==> config.mk <==
export PLATFORM = sky130hd
export DESIGN_NAME = percent_escape_decoder_top
export DESIGN_NICKNAME = d
export VERILOG_FILES = /design/src/hdl/ped_pkg.sv /design/src/hdl/percent_escape_decoder_top.sv /design/src/hdl/ped_front.sv /design/src/hdl/ped_queue.sv /design/src/hdl/ped_back.sv
export VERILOG_INCLUDE_DIRS = /design/src /design/src/hdl
export SDC_FILE = /design/constraint.sdc
export NUM_CORES = 1
export LEC_CHECK = 0
export BUFFER_PORTS_ARGS = -buffer_cell sky130_fd_sc_hd__buf_2
export CAP_MARGIN = 25
export CORE_MARGIN = 1
export CORE_UTILIZATION = 30
export CTS_CLUSTER_DIAMETER = 40
export DETAILED_ROUTE_END_ITERATION = 8
export GPL_TIMING_DRIVEN = 1
export PLACE_DENSITY_LB_ADDON = 0.3
export REMOVE_ABC_BUFFERS = 1
export SLEW_MARGIN = 20
export SYNTH_ARGS = -nofsm -noshare
export SYNTH_HDL_FRONTEND = slang
export SYNTH_HIERARCHICAL = 1
export SYNTH_SLANG_ARGS = --single-unit
==> constraint.sdc <==
create_clock -name i_clk -period 7.86 [get_ports i_clk]
set_clock_uncertainty 0.2 [all_clocks]
set_input_delay 1.572 -clock i_clk [delete_from_list [all_inputs] [get_ports i_clk]]
set_output_delay 1.572 -clock i_clk [all_outputs]
set_load 0.05 [all_outputs]
==> src/hdl/percent_escape_decoder_top_macros.svh <==
// Assertion macros for the percent escape decoder.
`ifndef PERCENT_ESCAPE_DECODER_TOP_MACROS_SVH
`define PERCENT_ESCAPE_DECODER_TOP_MACROS_SVH

`ifndef SYNTH
`define PED_ASSERT_NOW(lbl, clk, rst_n, ante, cons, msg) \
    lbl: assert property (@(posedge clk) disable iff (!rst_n) (ante) |-> (cons)) \
        else $error(msg);
`define PED_ASSERT_NEXT(lbl, clk, rst_n, ante, cons, msg) \
    lbl: assert property (@(posedge clk) disable iff (!rst_n) (ante) |=> (cons)) \
        else $error(msg);
`else
`define PED_ASSERT_NOW(lbl, clk, rst_n, ante, cons, msg)
`define PED_ASSERT_NEXT(lbl, clk, rst_n, ante, cons, msg)
`endif

`endif

==> src/hdl/ped_pkg.sv <==
`timescale 1ns / 1ps
package ped_pkg;

    localparam int unsigned ESC_COUNT = 21;
    localparam int unsigned QDEPTH    = 4;
    localparam int unsigned QPTR_W    = $clog2(QDEPTH);
    localparam int unsigned QCNT_W    = $clog2(QDEPTH + 1);

    localparam logic [7:0] PERCENT_CHAR = 8'h25;

    localparam logic [7:0] ESC_HI [ESC_COUNT] = '{
        8'h32, 8'h32, 8'h32, 8'h32, 8'h32, 8'h32, 8'h32, 8'h32, 8'h32, 8'h32,
        8'h32, 8'h32, 8'h32, 8'h32, 8'h33, 8'h33, 8'h33, 8'h33, 8'h34, 8'h35,
        8'h35
    };
    localparam logic [7:0] ESC_LO [ESC_COUNT] = '{
        8'h30, 8'h31, 8'h32, 8'h33, 8'h34, 8'h35, 8'h36, 8'h37, 8'h38, 8'h39,
        8'h41, 8'h42, 8'h43, 8'h46, 8'h41, 8'h42, 8'h44, 8'h46, 8'h30, 8'h42,
        8'h44
    };
    localparam logic [7:0] ESC_VAL [ESC_COUNT] = '{
        8'h20, 8'h21, 8'h22, 8'h23, 8'h24, 8'h25, 8'h26, 8'h27, 8'h28, 8'h29,
        8'h2A, 8'h2B, 8'h2C, 8'h2F, 8'h3A, 8'h3B, 8'h3D, 8'h3F, 8'h40, 8'h5B,
        8'h5D
    };

    typedef enum logic [1:0] {
        HOLD_NONE = 2'd0,
        HOLD_PCT  = 2'd1,
        HOLD_TWO  = 2'd2
    } t_hold;

    typedef struct packed {
        logic [1:0]      cnt;
        logic            last;
        logic [2:0][7:0] data;
    } t_entry;

    typedef struct packed {
        logic              empty;
        logic              full;
        logic [QCNT_W-1:0] count;
    } t_qstat;

    typedef struct packed {
        t_hold hold;
    } t_fstat;

    // Returns the match flag in the top bit and the decoded character below it.
    function automatic logic [8:0] esc_lookup(input logic [7:0] hi, input logic [7:0] lo);
        logic [8:0] res;
        res = '0;
        for (int i = 0; i < ESC_COUNT; i++) begin
            if (!res[8] && ESC_HI[i] == hi && ESC_LO[i] == lo) begin
                res = {1'b1, ESC_VAL[i]};
            end
        end
        return res;
    endfunction

endpackage

==> src/hdl/percent_escape_decoder_top.sv <==
`timescale 1ns / 1ps
// Percent escape decoder: takes one encoded byte per request and returns the decoded
// bytes, marking the final decoded byte of each string with tlast. A '%' and the two
// bytes after it are replaced by the reserved character they name when they form one
// of the 21 uppercase escapes from %20 to %5D; otherwise the '%' is passed on and the
// held bytes are examined again. Each input request causes zero to three output
// requests. The input side takes one request per cycle while the four-entry queue
// between the decoding front and the output stage has room; the output stage sends one
// byte per cycle while the receiver is ready, so a request that yields n bytes keeps
// the output until its n bytes are taken. The input stalls only when the queue is
// full, which happens when expansions or a stalled receiver let entries build up. A
// decoded byte is written into the queue, then into the output stage's entry register.
module percent_escape_decoder_top (
    input  logic       i_clk,
    input  logic       i_rst_n,
    input  logic       i_s_tvalid,
    output logic       o_s_tready,
    input  logic [7:0] i_s_tdata,   // [7:0] in_byte
    input  logic       i_s_tlast,
    output logic       o_m_tvalid,
    input  logic       i_m_tready,
    output logic [7:0] o_m_tdata,   // [7:0] out_byte
    output logic       o_m_tlast
);
    import ped_pkg::*;

    `include "percent_escape_decoder_top_macros.svh"

    logic   w_push, w_pop;
    t_entry w_entry, w_head;
    t_qstat w_qstat;
    t_fstat w_fstat;

    ped_front u_front (
        .i_clk   (i_clk),
        .i_rst_n (i_rst_n),
        .i_valid (i_s_tvalid),
        .i_byte  (i_s_tdata),
        .i_last  (i_s_tlast),
        .o_ready (o_s_tready),
        .i_full  (w_qstat.full),
        .o_push  (w_push),
        .o_entry (w_entry),
        .o_stat  (w_fstat)
    );

    ped_queue u_queue (
        .i_clk   (i_clk),
        .i_rst_n (i_rst_n),
        .i_push  (w_push),
        .i_entry (w_entry),
        .i_pop   (w_pop),
        .o_head  (w_head),
        .o_stat  (w_qstat)
    );

    ped_back u_back (
        .i_clk   (i_clk),
        .i_rst_n (i_rst_n),
        .i_head  (w_head),
        .i_empty (w_qstat.empty),
        .o_pop   (w_pop),
        .o_valid (o_m_tvalid),
        .i_ready (i_m_tready),
        .o_data  (o_m_tdata),
        .o_last  (o_m_tlast)
    );

    `PED_ASSERT_NOW(a_queue_bound, i_clk, i_rst_n, 1'b1, w_qstat.count <= QCNT_W'(QDEPTH), "queue count beyond depth")
    `PED_ASSERT_NOW(a_full_stalls, i_clk, i_rst_n, w_qstat.full, !o_s_tready, "input taken while queue full")
    `PED_ASSERT_NEXT(a_last_flushes, i_clk, i_rst_n, i_s_tvalid && o_s_tready && i_s_tlast, w_fstat.hold == HOLD_NONE, "bytes still held after final byte")
    `PED_ASSERT_NOW(a_push_room, i_clk, i_rst_n, w_push, !w_qstat.full, "push into full queue")

endmodule

==> src/hdl/ped_front.sv <==
`timescale 1ns / 1ps
module ped_front (
    input  logic            i_clk,
    input  logic            i_rst_n,
    input  logic            i_valid,
    input  logic [7:0]      i_byte,
    input  logic            i_last,
    output logic            o_ready,
    input  logic            i_full,
    output logic            o_push,
    output ped_pkg::t_entry o_entry,
    output ped_pkg::t_fstat o_stat
);
    import ped_pkg::*;

    t_hold      r_hold, n_hold;
    logic [7:0] r_second, n_second;
    logic       w_accept;
    logic [8:0] w_lookup;
    t_entry     w_entry;

    assign o_ready  = !i_full;
    assign w_accept = i_valid && !i_full;
    assign w_lookup = esc_lookup(r_second, i_byte);

    always_ff @(posedge i_clk) begin
        if (!i_rst_n) begin
            r_hold <= HOLD_NONE;
        end else if (w_accept) begin
            r_hold <= n_hold;
        end
    end

    always_ff @(posedge i_clk) begin
        if (w_accept) begin
            r_second <= n_second;
        end
    end

    always_comb begin
        n_hold       = r_hold;
        n_second     = r_second;
        w_entry      = '0;
        w_entry.last = i_last;
        unique case (r_hold)
            HOLD_PCT: begin
                if (i_last) begin
                    w_entry.cnt     = 2'd2;
                    w_entry.data[0] = PERCENT_CHAR;
                    w_entry.data[1] = i_byte;
                    n_hold          = HOLD_NONE;
                end else begin
                    n_second = i_byte;
                    n_hold   = HOLD_TWO;
                end
            end
            HOLD_TWO: begin
                if (w_lookup[8]) begin
                    w_entry.cnt     = 2'd1;
                    w_entry.data[0] = w_lookup[7:0];
                    n_hold          = HOLD_NONE;
                end else begin
                    w_entry.data[0] = PERCENT_CHAR;
                    if (r_second == PERCENT_CHAR) begin
                        if (i_last) begin
                            w_entry.cnt     = 2'd3;
                            w_entry.data[1] = PERCENT_CHAR;
                            w_entry.data[2] = i_byte;
                            n_hold          = HOLD_NONE;
                        end else begin
                            w_entry.cnt = 2'd1;
                            n_second    = i_byte;
                            n_hold      = HOLD_TWO;
                        end
                    end else begin
                        w_entry.data[1] = r_second;
                        if (i_byte == PERCENT_CHAR && !i_last) begin
                            w_entry.cnt = 2'd2;
                            n_hold      = HOLD_PCT;
                        end else begin
                            w_entry.cnt     = 2'd3;
                            w_entry.data[2] = i_byte;
                            n_hold          = HOLD_NONE;
                        end
                    end
                end
            end
            default: begin
                if (i_byte == PERCENT_CHAR && !i_last) begin
                    n_hold = HOLD_PCT;
                end else begin
                    w_entry.cnt     = 2'd1;
                    w_entry.data[0] = i_byte;
                    n_hold          = HOLD_NONE;
                end
            end
        endcase
    end

    assign o_push      = w_accept && (w_entry.cnt != 2'd0);
    assign o_entry     = w_entry;
    assign o_stat.hold = r_hold;

endmodule

==> src/hdl/ped_queue.sv <==
`timescale 1ns / 1ps
module ped_queue (
    input  logic            i_clk,
    input  logic            i_rst_n,
    input  logic            i_push,
    input  ped_pkg::t_entry i_entry,
    input  logic            i_pop,
    output ped_pkg::t_entry o_head,
    output ped_pkg::t_qstat o_stat
);
    import ped_pkg::*;

    t_entry            r_mem [QDEPTH];
    logic [QPTR_W-1:0] r_wr_ptr, r_rd_ptr;
    logic [QCNT_W-1:0] r_count;
    logic              w_push, w_pop;

    assign w_push = i_push && (r_count != QCNT_W'(QDEPTH));
    assign w_pop  = i_pop && (r_count != '0);

    always_ff @(posedge i_clk) begin
        if (!i_rst_n) begin
            r_wr_ptr <= '0;
            r_rd_ptr <= '0;
            r_count  <= '0;
        end else begin
            if (w_push) begin
                r_wr_ptr <= r_wr_ptr + 1'b1;
            end
            if (w_pop) begin
                r_rd_ptr <= r_rd_ptr + 1'b1;
            end
            if (w_push && !w_pop) begin
                r_count <= r_count + 1'b1;
            end else if (w_pop && !w_push) begin
                r_count <= r_count - 1'b1;
            end
        end
    end

    always_ff @(posedge i_clk) begin
        if (w_push) begin
            r_mem[r_wr_ptr] <= i_entry;
        end
    end

    assign o_head       = r_mem[r_rd_ptr];
    assign o_stat.empty = (r_count == '0);
    assign o_stat.full  = (r_count == QCNT_W'(QDEPTH));
    assign o_stat.count = r_count;

endmodule

==> src/hdl/ped_back.sv <==
`timescale 1ns / 1ps
module ped_back (
    input  logic            i_clk,
    input  logic            i_rst_n,
    input  ped_pkg::t_entry i_head,
    input  logic            i_empty,
    output logic            o_pop,
    output logic            o_valid,
    input  logic            i_ready,
    output logic [7:0]      o_data,
    output logic            o_last
);
    import ped_pkg::*;

    t_entry     r_cur;
    logic [1:0] r_idx;
    logic       r_busy;
    logic       w_final;
    logic       w_take;

    assign w_final = (r_idx == (r_cur.cnt - 2'd1));
    assign w_take  = r_busy && i_ready;
    assign o_pop   = !i_empty && (!r_busy || (w_take && w_final));

    always_ff @(posedge i_clk) begin
        if (!i_rst_n) begin
            r_busy <= 1'b0;
            r_idx  <= '0;
        end else if (o_pop) begin
            r_busy <= 1'b1;
            r_idx  <= '0;
        end else if (w_take) begin
            if (w_final) begin
                r_busy <= 1'b0;
            end else begin
                r_idx <= r_idx + 2'd1;
            end
        end
    end

    always_ff @(posedge i_clk) begin
        if (o_pop) begin
            r_cur <= i_head;
        end
    end

    assign o_valid = r_busy;
    assign o_data  = r_cur.data[r_idx];
    assign o_last  = r_cur.last && w_final;

endmodule

* After elaboration in Yosys (flattened, before gate mapping) *
Memory sizes are Yosys's and may differ from the RTL's. A register that Yosys moved wholly into a read port is not among the register bits.
Cells that the tools add are included.

cells by class
  add/sub/neg operators = 6
  bitwise gates (word level) = 2
  equal/unequal tests = 28
  reduce and logical (&&, ||, !) cells = 90
  muxes and demuxes = 54
  magnitude comparators = 1

operator list
  operator             count
  $mux 9               21
  $eq 6x8->1 const A   14
  $mux 8               7
  $logic_and 1x1->1    52
  $mux 16              3
  $pmux 8 s2           3
  $eq 7x8->1 const A   5
  $logic_not 1->1      26
  $bmux 8 s2           1
  $eq 8x6->1 const B   2
  $mux 2               7
  $reduce_bool 2->1    5
  $mux 1               8
  $pmux 2 s2           2
  $add 2x1->2 const B  3
  $mux 3               2
  $reduce_and 2->1     2
  $reduce_and 4->1     1
  $add 3x1->3 const B  1
  $eq 3x3->1 const B   1
  $logic_not 3->1      1
  $lt 2x3->1 const B   1
  $ne 3x3->1 const B   1
  $reduce_bool 3->1    1
  10 further kinds     11

word-level totals
  flip-flop bits (word level) = 20
  memory bits (writable) = 108
  memories kept = 1

memories
  memory         depth  width  rd ports  clocked after Yosys merged registers in  write ports  RTL line         text
  u_queue.r_mem  4      27     1         1                                        1            ped_queue.sv:13  t_entry r_mem [QDEPTH];

* Longest topological paths before layout *
Gate-level depths: netlist of the first run.

  word-level depth = 92
  depth in mapped cells = 15
  depth with buffers taken out = 14

* Cells and area by module *
The synthesis of the first run kept the hierarchy.

modules (own cells, without submodules)
  module     sequential area each (um^2)  area each (um^2)  instances  cells an instance
  ped_queue  3,423.3                      4,400.5           1          189
  ped_back   870.8                        1,226.2           1          80
  ped_front  280.3                        1,218.7           1          165

* Worst setup path before layout of the first run *
No wires, ideal clock.

  path type = input port to flip-flop
  start point = input i_s_tdata[6]
  end point = register u_queue.r_count[2]
  stages = 15
  setup slack = 3.157 ns
  required time = 7.590 ns
  arrival = 4.433 ns
  path buffers = 2
  path through = and4bb_1 buf_6 or4b_1 a21oi_2 or4_4 nor2_8 o2bb2ai_1 nor2b_1 buf_2 ha_1 inv_1 fa_1 xor2_1 or3_1 a21boi_1

between the ends
  word-level cells in the longest chain between the ends = 91
  elaborated cells between the ends (all ways) = 112
  those cells by class = eq/ne: 16; mux: 27; reduce/logical: 69

RTL lines
  element                          RTL line                          text
  start, declared                  percent_escape_decoder_top.sv:18  input logic [7:0] i_s_tdata,
  $eq 6x8->1                       ped_pkg.sv:54                     if (!res[8] && ESC_HI[i] == hi && ESC_LO[i] == lo) begin
  $logic_and 1x1->1                ped_pkg.sv:54
  $mux 9                           ped_pkg.sv:54
  $logic_not 1->1                  ped_pkg.sv:54
  $logic_and 1x1->1 (2 in series)  ped_pkg.sv:54
  $mux 9                           ped_pkg.sv:54
  $logic_not 1->1                  ped_pkg.sv:54
  $logic_and 1x1->1 (2 in series)  ped_pkg.sv:54
  [75 not listed]                  n/a
  $reduce_bool 2->1 *              ped_front.sv:100                  assign o_push = w_accept && (w_entry.cnt != 2'd0);
  $logic_and 1x1->1 *              ped_front.sv:100
  named net w_push                 percent_escape_decoder_top.sv:29  logic w_push, w_pop;
  $logic_and 1x1->1 *              ped_queue.sv:18                   assign w_push = i_push && (r_count != QCNT_W'(QDEPTH));
  named net u_queue.w_push         ped_queue.sv:16                   logic w_push, w_pop;
  $logic_not 1->1                  ped_queue.sv:35                   end else if (w_pop && !w_push) begin
  $logic_and 1x1->1                ped_queue.sv:35
  $reduce_bool 2->1 (no line)      n/a
  end signal, assigned             ped_queue.sv:34                   r_count <= r_count + 1'b1;
  end signal, assigned             ped_queue.sv:36                   r_count <= r_count - 1'b1;
  end, declared                    ped_queue.sv:15                   logic [QCNT_W-1:0] r_count;

The timed path passes the listed nets; every way through them passes the cells marked *.
A chain may end at the register's enable or synchronous reset.

* Final worst setup path of the first run *
  start point = input i_s_tdata[6]
  end point = register u_queue.r_count[2]

between the ends
  word-level cells in the longest chain between the ends = 91
  elaborated cells between the ends (all ways) = 112
  those cells by class = eq/ne: 16; mux: 27; reduce/logical: 69

RTL lines
  element                          RTL line                          text
  $eq 6x8->1                       ped_pkg.sv:54
  $logic_and 1x1->1                ped_pkg.sv:54
  $mux 9                           ped_pkg.sv:54
  $logic_not 1->1                  ped_pkg.sv:54
  $logic_and 1x1->1 (2 in series)  ped_pkg.sv:54
  $mux 9                           ped_pkg.sv:54
  $logic_not 1->1                  ped_pkg.sv:54
  $logic_and 1x1->1 (2 in series)  ped_pkg.sv:54
  [74 not listed]                  n/a
  $pmux 2 s2 *                     ped_front.sv:45                   unique case (r_hold)
  $reduce_bool 2->1 *              ped_front.sv:100
  $logic_and 1x1->1 *              ped_front.sv:100
  named net w_push                 percent_escape_decoder_top.sv:29
  $logic_and 1x1->1 *              ped_queue.sv:18
  $logic_not 1->1                  ped_queue.sv:35
  $logic_and 1x1->1                ped_queue.sv:35
  $reduce_bool 2->1 (no line)      n/a

Marks and branches as above.

==> results of run 1 <==
-- cell families (layout without fill, tap and decap cells) --
family,Yosys count,in the layout,synth area share
flops,157,157,0.668
simple gates,136,136,0.115
compound gates,55,55,0.0565
mux,42,42,0.111
buf+inv,31,74,0.0263
fa+ha+maj,8,8,0.0157
xor+xnor,5,5,0.00750
-- routing by layer --
layer / up-vias / GRT usage
li1: 1766 / -
met3: 5 / 0.0315
met5: - / 0
met1: 1958 / 0.177
met2: 80 / 0.211
met4: 0 / 0.0361
-- final cells by class --
| class | count | area share |
|---|---|---|
| timing repair buffer | 31 | 0.0240 |
| sequential | 157 | 0.585 |
| multi-input combinational | 246 | 0.268 |
| clock inverter | 15 | 0.0186 |
| tap | 280 | 0.0448 |
| inverter | 11 | 0.00528 |
| clock buffer | 17 | 0.0544 |
-- worst paths after layout --
path,from,to,cells past startpoint
worst min register to register,u_front/o_stat[1],u_front/o_stat[1],2
worst max register to register,u_front/o_stat[0],u_queue/r_count[2],14
worst min-delay path,u_front/o_stat[1],u_front/o_stat[1],2
worst max-delay path,i_s_tdata[6],u_queue/r_count[2],14
-- placed cells by master (no fill, tap or decap), types with 8 or more instances in the layout --
master,netlist,final
buf_2,4,23
mux4_2,27,27
nand2_1,33,33
edfxtp_1,143,143
nor2b_1,13,13
clkbuf_16,0,17
and2_1,12,12
dfxtp_1,14,13
nor2_1,10,10
a21oi_1,8,8
nor3_1,18,18
o21ai_0,11,10
nand3_1,11,11
mux2i_1,14,14
inv_1,10,10
-- state kept, by name, summed over array words and instances (netlist names), named ones only --
name and count:
u_queue/r_wr_ptr 2, u_front/o_stat 2, u_back/o_valid 1, u_back/r_idx 2
u_queue/r_mem 108, u_back/r_cur 27, u_front/r_second 8, u_queue/r_rd_ptr 2
u_queue/r_count 3
-- worst reg2reg max path, stage by stage, from the launching register on --
cell and delay, ns:
dfxtp_1 0.35, inv_1 0.06, ha_1 0.48, nor2b_1 0.33
o41ai_2 0.18, or4_4 0.48, nor2_8 0.18, o2bb2ai_1 0.13
nor2b_1 0.44, ha_1 0.27, inv_1 0.06, fa_1 0.37
xor2_1 0.17, or3_1 0.31, a21boi_1 0.14
-- through the flow --
stage | worst slack (ns) | area (um2)
after global routing | 2.69 | 7820
after floorplan | 3.05 | 6710
after CTS | 2.94 | 7820
after global placement | 2.61 | 7230
final | 2.93 | 7820
after detailed placement | 2.52 | 7250
-- power groups by stage --
| stage | registers (mW) | clock network, mW | logic, mW |
|---|---|---|---|
| global route | 1.21 | 0.838 | 0.631 |
| detailed placement | 1.21 | 0 | 0.593 |
| finish | 1.19 | 0.787 | 0.579 |
| floorplan | 1.22 | 0 | 0.403 |
| global placement | 1.23 | 0 | 0.552 |
| CTS | 1.20 | 0.804 | 0.594 |
==> impl_metrics.json, run 1 <==
{
  "synth_cells": 434,
  "ant_nets": 0,
  "cp_cell_sequence": "buf_2, and4bb_1, or4b_1, a21oi_2, or4_4, nor2_8, o2bb2ai_1, nor2b_1, ha_1, inv_1, fa_1, xor2_1, or3_1, a21boi_1",
  "crit_required_ns": 8.01,
  "grt_use_total": 0.131,
  "end_kind": "flop",
  "vias": 3809,
  "rsz0062_at_grt": "false",
  "totalWireLength_um": 14400,
  "status": "finished, final reports clean",
  "fillers": 2110,
  "whs_ns": 0.276,
  "dieArea_um2": 23400,
  "max_stage_delay_ns": 0.57,
  "dr_wl_met3_um": 540,
  "swShare": 0.294,
  "pin_count": 24,
  "regArea_um2": 4580,
  "synth_common_cells": "143 x edfxtp_1, 33 x nand2_1, 27 x mux4_2",
  "cellInternalPower_mw": 1.81,
  "ctsLongestPathBuffers": 2,
  "holdBufCountCts": 0,
  "ys_seq_elements": 157,
  "peakVddDrop_mv": 0.149,
  "synthMostInstantiatedCell": "edfxtp_1",
  "die_w_um": 153,
  "final_nets": 485,
  "initial_core_util": 0.310,
  "multi_input_area_um2": 2090,
  "htree_levels": 4,
  "drc": 0,
  "yosys.area.top_type_share": 0.627,
  "drtIter0Drc": 349,
  "place_hpwl_um": 9500,
  "p_switching_uw": 752,
  "cts_tree": "done",
  "maxCapViolations": 0,
  "clockPowerShare": 0.308,
  "slowest_stage": "or4_4",
  "dp.cells": 725,
  "wl_met2_um": 7010,
  "slew_headroom": 0.405,
  "critPathBufInv": 2,
  "syn_avg_cell_area_um2": 15.8,
  "port_buffers": 23,
  "synth_area_leaders": "edfxtp_1 63%, mux4_2 8.9%, dfxtp_1 4.1%",
  "vias_per_cell": 5.03,
  "timing.final.crit_period_ns": 4.93,
  "fin_tns_setup_ns": 0,
  "clk_latency_ns": 0.42,
  "yosysUniqueCellTypes": 64,
  "startpoint_type": "input pin",
  "drive_above_1_share": 0.216,
  "clock-sinks": 157,
  "dr.pass1.iters": 6,
  "wl_per_cell_um": 19.1,
  "yosys_warnings": 6,
  "slew_viol_final": 0,
  "highest_layer": "met4",
  "coreArea_um2": 22100,
  "grt_pass1_wl_um": 22800,
  "grt-ovfl-total": 0,
  "ctsResizeCount": 0,
  "setup_viol": 0,
  "yosys.area.top_type": "edfxtp_1",
  "grt_antenna_before_repair": 0,
  "finalHoldViolations": 0,
  "syn2layout_area_growth_pct": 14.2,
  "arrival_ns": 5.09,
  "reg2reg_slack_ns": 3.64,
  "cts.clk_slew.worst_paths_ns": 0.06,
  "p_per_area_nw_per_um2": 327,
  "synth_async_sr_flop_share": 0,
  "hp-class": "flop to flop",
  "synth_edf_count": 143,
  "numCtsBuffers": 17,
  "fmax_ghz": 0.203,
  "cts_setup_buffers": 0,
  "rows": 54,
  "crit_type": "input pin to flop",
  "yosysSeqAreaShare": 0.668,
  "antennaDiodeCount": 0,
  "total_power_mw": 2.56,
  "met1Wirelength_um": 6790,
  "worst_pin_slew_ns": 0.890,
  "synth_area_um2": 6850,
  "gp_congestion": 0.847,
  "ys.flop_type": "edfxtp_1",
  "p_leak_nw": 2.48,
  "final_cells": 757,
  "power_frac_comb": 0.227,
  "worst_path_dominant_cell_family": "simple AND/OR/NAND/NOR gates",
  "grt_max_degree": 30,
  "grt_pass1_vias": 3815,
  "p_seq_frac": 0.466,
  "critical_path.max_fanout": 10,
  "finalCritPeriodShare": 0.628,
  "die_y_um": 153,
  "cts_root_buffer": "clkbuf_16",
  "final_util": 0.354
}
Note: power is estimated with default switching activity, not from simulation.
==> run 2: changes to the inputs <==
--- a/config.mk
+++ b/config.mk
@@ -6,6 +6,7 @@
 export SDC_FILE = /design/constraint.sdc
 export NUM_CORES = 1
 export LEC_CHECK = 0
+export ABC_AREA = 1
 export BUFFER_PORTS_ARGS = -buffer_cell sky130_fd_sc_hd__buf_2
 export CAP_MARGIN = 25
 export CORE_MARGIN = 1
==> constraint.sdc (replaced) <==
create_clock -name i_clk -period 4.9 [get_ports i_clk]
set_clock_uncertainty 0.2 [all_clocks]
set_input_delay 0.98 -clock i_clk [delete_from_list [all_inputs] [get_ports i_clk]]
set_output_delay 0.98 -clock i_clk [all_outputs]
set_load 0.05 [all_outputs]
==> impl_metrics.json, run 2 <==
{
  "drtIter0Drc": 365,
  "rr_worst_depth": 28,
  "final_nets": 690,
  "vias": 4632,
  "clock-sinks": 157,
  "grt_use_total": 0.139,
  "die_y_um": 156,
  "slew_headroom": 0.447,
  "regMostFlops": "u_queue/r_mem",
  "use_met2": 0.236,
  "fin_tns_setup_ns": 0,
  "ctsResizeCount": 0,
  "worst_pin_slew_ns": 0.830,
  "p_leak_nw": 2.98,
  "drc": 0,
  "coreArea_um2": 23400,
  "crit_end": "u_queue/r_count[2]",
  "hp-class": "flop to flop",
  "ctsLongestPathBuffers": 2,
  "rows": 56,
  "synthMostInstantiatedCell": "edfxtp_1",
  "setup_viol": 0,
  "cp.depth": 27,
  "yosys.area.top_type_share": 0.600,
  "wl_per_cell_um": 15.8,
  "crit_start": "i_s_tdata[5]",
  "grt-ovfl-total": 0,
  "whs_ns": 0.293,
  "ys.flop_type": "edfxtp_1",
  "timing.final.crit_period_ns": 4.12,
  "synth_edf_count": 143,
  "critPathBufInv": 8,
  "syn_avg_cell_area_um2": 11.2,
  "initial_core_util": 0.306,
  "synth_cells": 640,
  "reg2reg_slack_ns": 1.07,
  "end_kind": "flop",
  "synth_common_cells": "143 x edfxtp_1, 106 x nor2_1, 64 x inv_1",
  "yosysSeqAreaShare": 0.639,
  "antennaDiodeCount": 0,
  "place_hpwl_um": 10400,
  "cts_root_buffer": "clkbuf_16",
  "cts_setup_buffers": 0,
  "htree_levels": 4,
  "clk_latency_ns": 0.42,
  "crit_required_ns": 5.02,
  "ant_nets": 0,
  "grt_pass1_vias": 4510,
  "cts.clk_slew.worst_paths_ns": 0.06,
  "met3_usage": 0.0349,
  "totalWireLength_um": 15800,
  "gp_congestion": 0.913,
  "rsz0062_at_grt": "false",
  "grt_antenna_before_repair": 0,
  "synth_async_sr_flop_share": 0,
  "final_cell_mix": "143 x edfxtp_1, 102 x nor2_1, 64 x inv_1",
  "vias_per_cell": 4.63,
  "cts_tree": "done",
  "critical_path.max_fanout": 5,
  "top_regs": "u_queue/r_mem x108, u_back/r_cur x27, u_front/r_second x8",
  "dieArea_um2": 24500,
  "die_w_um": 156,
  "r2r-start": "u_front/r_second[0]",
  "worst_path_dominant_cell_family": "simple AND/OR/NAND/NOR gates",
  "slew_viol_final": 0,
  "max_stage_delay_ns": 0.38,
  "yosysUniqueCellTypes": 43,
  "ys_seq_elements": 157,
  "largest_reg_flops": 108,
  "slowest_stage": "fa_1",
  "arrival_ns": 4.24,
  "crit_type": "input pin to flop",
  "met1_usage": 0.170,
  "fmax_ghz": 0.243,
  "yosys_warnings": 6,
  "cp_common_cell": "inv_1",
  "numCtsBuffers": 17,
  "pin_count": 24,
  "final_common_cell": "edfxtp_1",
  "holdBufCountCts": 0,
  "busiest_layer": "met2",
  "p_per_area_nw_per_um2": 516,
  "synth_area_leaders": "edfxtp_1 60%, nor2_1 5.6%, o21ai_0 4.1%",
  "syn2layout_area_growth_pct": 12.7,
  "grt_max_degree": 55,
  "yosys.area.top_type": "edfxtp_1",
  "drive_above_1_share": 0.170,
  "port_buffers": 23,
  "dr.pass1.iters": 5,
  "peakVddDrop_mv": 0.251,
  "startpoint_type": "input pin",
  "status": "finished, final reports clean",
  "r2r_end": "u_queue/r_count[2]",
  "maxCapViolations": 0,
  "synth_area_um2": 7160,
  "grt_pass1_wl_um": 25000,
  "finalHoldViolations": 0,
  "finalCritPeriodShare": 0.840
}
[run 2: changes by cell type after synthesis, sizes merged, moves of 24 or more]
cell | previous run | this run
o21ai | 17 | 81
nor2 | 11 | 119
o22ai | 0 | 30
nand2 | 33 | 66
inv | 11 | 75
mux4 | 27 | 0
nand3 | 11 | 35
[run 2: worst min path at each step]
stage,start,end,slack (ns),depth (start not counted)
6_report,u_front/o_stat[0],u_front/o_stat[0],0.29,2
5_1_grt,u_front/o_stat[0],u_front/o_stat[0],0.34,2
4_1_cts,u_front/o_stat[0],u_front/o_stat[0],0.30,2
3_5_place_dp,u_front/o_stat[0],u_front/o_stat[0],0.28,2
3_3_place_gp,u_front/o_stat[0],u_front/o_stat[0],0.28,2
2_1_floorplan,u_front/o_stat[0],u_front/o_stat[0],0.26,2
[run 2: stage by stage]
stage	power [mW]	cell area, um2	setup slack, ns	cells	util
5_1_grt	4.41	8060	0.459	1001	0.344
3_5_place_dp	3.07	7550	0.361	969	0.323
3_3_place_gp	3.07	7550	0.392	969	0.323
4_1_cts	4.21	8060	0.823	1001	0.344
2_1_floorplan	2.71	6960	0.532	618	-
6_report	4.16	8060	0.784	1001	0.344
[run 2: cell families after synthesis]
| family | count (synthesis) | share of synthesized area |
|---|---|---|
| buffers and inverters | 98 | 0.0691 |
| AND/OR/NAND/NOR | 250 | 0.177 |
| flip-flops | 157 | 0.639 |
| AO/OA/AOI/OAI | 125 | 0.0970 |
| adder cells (fa/ha/maj) | 8 | 0.0150 |
| XOR/XNOR | 2 | 0.00245 |
[run 2: worst register-to-register path, delay by kind of cell (launching register included)]
| family | cells | cell delay, ns |
|---|---|---|
| adders and majority gates | 2 | 0.55 |
| and+or+nand+nor | 20 | 1.96 |
| DFF | 1 | 0.44 |
| AOI/OAI and AO/OA | 1 | 0.12 |
| buffers and inverters | 5 | 0.49 |
[run 2: report_power, final]
group	internal [mW]	leakage, nW	switching (mW)
combinational	0.287	1.27	0.821
sequential	1.81	1.47	0.105
clock	0.640	0.245	0.502
[run 2: area by class of cell]
class | instances | area (um2)
tap | 319 | 399
clock buffer | 20 | 437
clock inverter | 12 | 72.6
multi-input combinational | 385 | 2100
sequential | 157 | 4580
inverter | 76 | 298
fill | 2378 | 15300
timing repair buffer | 32 | 183
[run 2: metal layers]
layer  part of all wire  vias up
met5                  0        -
met4              0.017        0
met3              0.033       19
met2               0.49       86
met1               0.46     2223
li1                   -     2304
==> run 3: changes to the inputs <==
==> constraint.sdc (replaced) <==
create_clock -name i_clk -period 4.1 [get_ports i_clk]
set_clock_uncertainty 0.2 [all_clocks]
set_input_delay 0.82 -clock i_clk [delete_from_list [all_inputs] [get_ports i_clk]]
set_output_delay 0.82 -clock i_clk [all_outputs]
set_load 0.05 [all_outputs]
==> impl_metrics.json, run 3 (synthesis gave the netlist of run 2 again) <==
{
  "largest_reg_flops": 108,
  "clock-sinks": 157,
  "slew_viol_final": 0,
  "initial_core_util": 0.306,
  "holdBufCountCts": 0,
  "vias_per_cell": 4.64,
  "slew_headroom": 0.440,
  "cts_root_buffer": "clkbuf_16",
  "cts.clk_slew.worst_paths_ns": 0.06,
  "min_from": "u_front/o_stat[0]",
  "crit_required_ns": 4.22,
  "grt_antenna_before_repair": 0,
  "setup_viol": 0,
  "rows": 56,
  "drc": 0,
  "die_w_um": 156,
  "holdPathStages": 2,
  "final_common_cell": "edfxtp_1",
  "totalWireLength_um": 15800,
  "syn2layout_area_growth_pct": 15.9,
  "ctsLongestPathBuffers": 2,
  "drtIter0Drc": 512,
  "die_y_um": 156,
  "final_nets": 703,
  "vias": 4699,
  "pin_count": 24,
  "cts_tree": "done",
  "htree_levels": 4,
  "clk_latency_ns": 0.42,
  "ctsResizeCount": 0,
  "coreArea_um2": 23400,
  "max_stage_delay_ns": 0.38,
  "arrival_ns": 3.71,
  "p_per_area_nw_per_um2": 633,
  "grt-ovfl-total": 0,
  "r2r_end": "u_queue/r_count[2]",
  "min_to": "u_front/o_stat[0]",
  "gp_congestion": 0.945,
  "dieArea_um2": 24500,
  "wl_per_cell_um": 15.6,
  "regArea_um2": 4580,
  "critPathBufInv": 6,
  "crit_type": "input pin to flop",
  "worst_path_dominant_cell_family": "simple AND/OR/NAND/NOR gates",
  "end_kind": "flop",
  "peakVddDrop_mv": 0.281,
  "antennaDiodeCount": 0,
  "numCtsBuffers": 17,
  "top_regs": "u_queue/r_mem x108, u_back/r_cur x27, u_front/r_second x8",
  "port_buffers": 23,
  "p_leak_nw": 3.09,
  "crit_start": "i_s_tdata[0]",
  "ant_nets": 0,
  "final_cells": 1013,
  "final_cell_mix": "143 x edfxtp_1, 102 x nor2_1, 64 x inv_1",
  "finalCritPeriodShare": 0.877,
  "dp.cells": 982,
  "finalHoldViolations": 0,
  "fillers": 2347,
  "place_hpwl_um": 10600,
  "drive_above_1_share": 0.187,
  "slowest_stage": "fa_1",
  "timing.final.crit_period_ns": 3.60,
  "multi_input_area_um2": 2100,
  "hp-class": "flop to flop",
  "cts_setup_buffers": 0,
  "status": "finished, final reports clean",
  "fmax_ghz": 0.278,
  "critical_path.max_fanout": 9,
  "rsz0062_at_grt": "false",
  "cp_common_cell": "nand2_1",
  "regMostFlops": "u_queue/r_mem",
  "rr_worst_depth": 24,
  "worst_pin_slew_ns": 0.840,
  "whs_ns": 0.297,
  "grt_max_degree": 55,
  "maxCapViolations": 0,
  "startpoint_type": "input pin",
  "reg2reg_slack_ns": 0.51,
  "grt_pass1_wl_um": 25100,
  "r2r-start": "u_front/r_second[7]",
  "grt_pass1_vias": 4536,
  "grt_use_total": 0.139,
  "dr.pass1.iters": 5
}
[run 3: layer usage]
layer | GRT usage | wire [um]
met1 | 0.181 | 7310
met2 | 0.222 | 7460
met3 | 0.0335 | 711
met4 | 0.0565 | 356
met5 | 0 | 0
[run 3: power breakdown]
part           internal (mW)  switching, mW
clock network          0.955          0.621
registers               2.16          0.117
logic                  0.384           1.01
total                   3.50           1.75
[run 3: worst max path at each step]
stage | to | cells after the start
floorplan | u_queue/r_mem[1][0] | 17
CTS | u_queue/r_count[2] | 24
detailed placement | u_queue/r_count[2] | 28
finish | u_queue/r_count[2] | 28
global placement | u_queue/r_count[1] | 20
global route | u_queue/r_count[1] | 20
[run 3: area by class of cell]
cell class / count / share of cell area
Sequential cell: 157 / 0.552
Multi-Input combinational cell: 385 / 0.253
Clock buffer: 17 / 0.0513
Tap cell: 319 / 0.0481
Timing Repair Buffer: 45 / 0.0398
Inverter: 76 / 0.0359
Clock inverter: 14 / 0.0202
[run 3: stage by stage]
step	TNS, ns	util	power (mW)	cell area, um2	setup slack (ns)
after detailed placement	0	0.329	3.73	7700	0.0770
after floorplan	-11.66	-	3.24	6960	-0.108
after CTS	0	0.354	5.30	8290	0.517
after global routing	0	0.354	5.52	8290	0.103
final	0	0.354	5.25	8290	0.505
after global placement	0	0.329	3.72	7700	0.105
[run 3: worst register-to-register path: stages, from the launching register on]
cell and delay [ns]:
edfxtp_1 0.49, nor2_2 0.19, nand2_2 0.16, nor4_4 0.26, inv_1 0.14, nor4_4 0.22
nor2_1 0.12, o2111ai_2 0.12, nand3_2 0.13, nor2_4 0.11, nand3_2 0.07, nand3_1 0.07
nand2_1 0.05, inv_1 0.08, nand2_2 0.06, inv_1 0.07, ha_1 0.16, inv_1 0.06
fa_1 0.38, inv_1 0.07, nand2_1 0.04, nand3_1 0.09, nand2_1 0.05, nand2_1 0.05
nor2_1 0.03
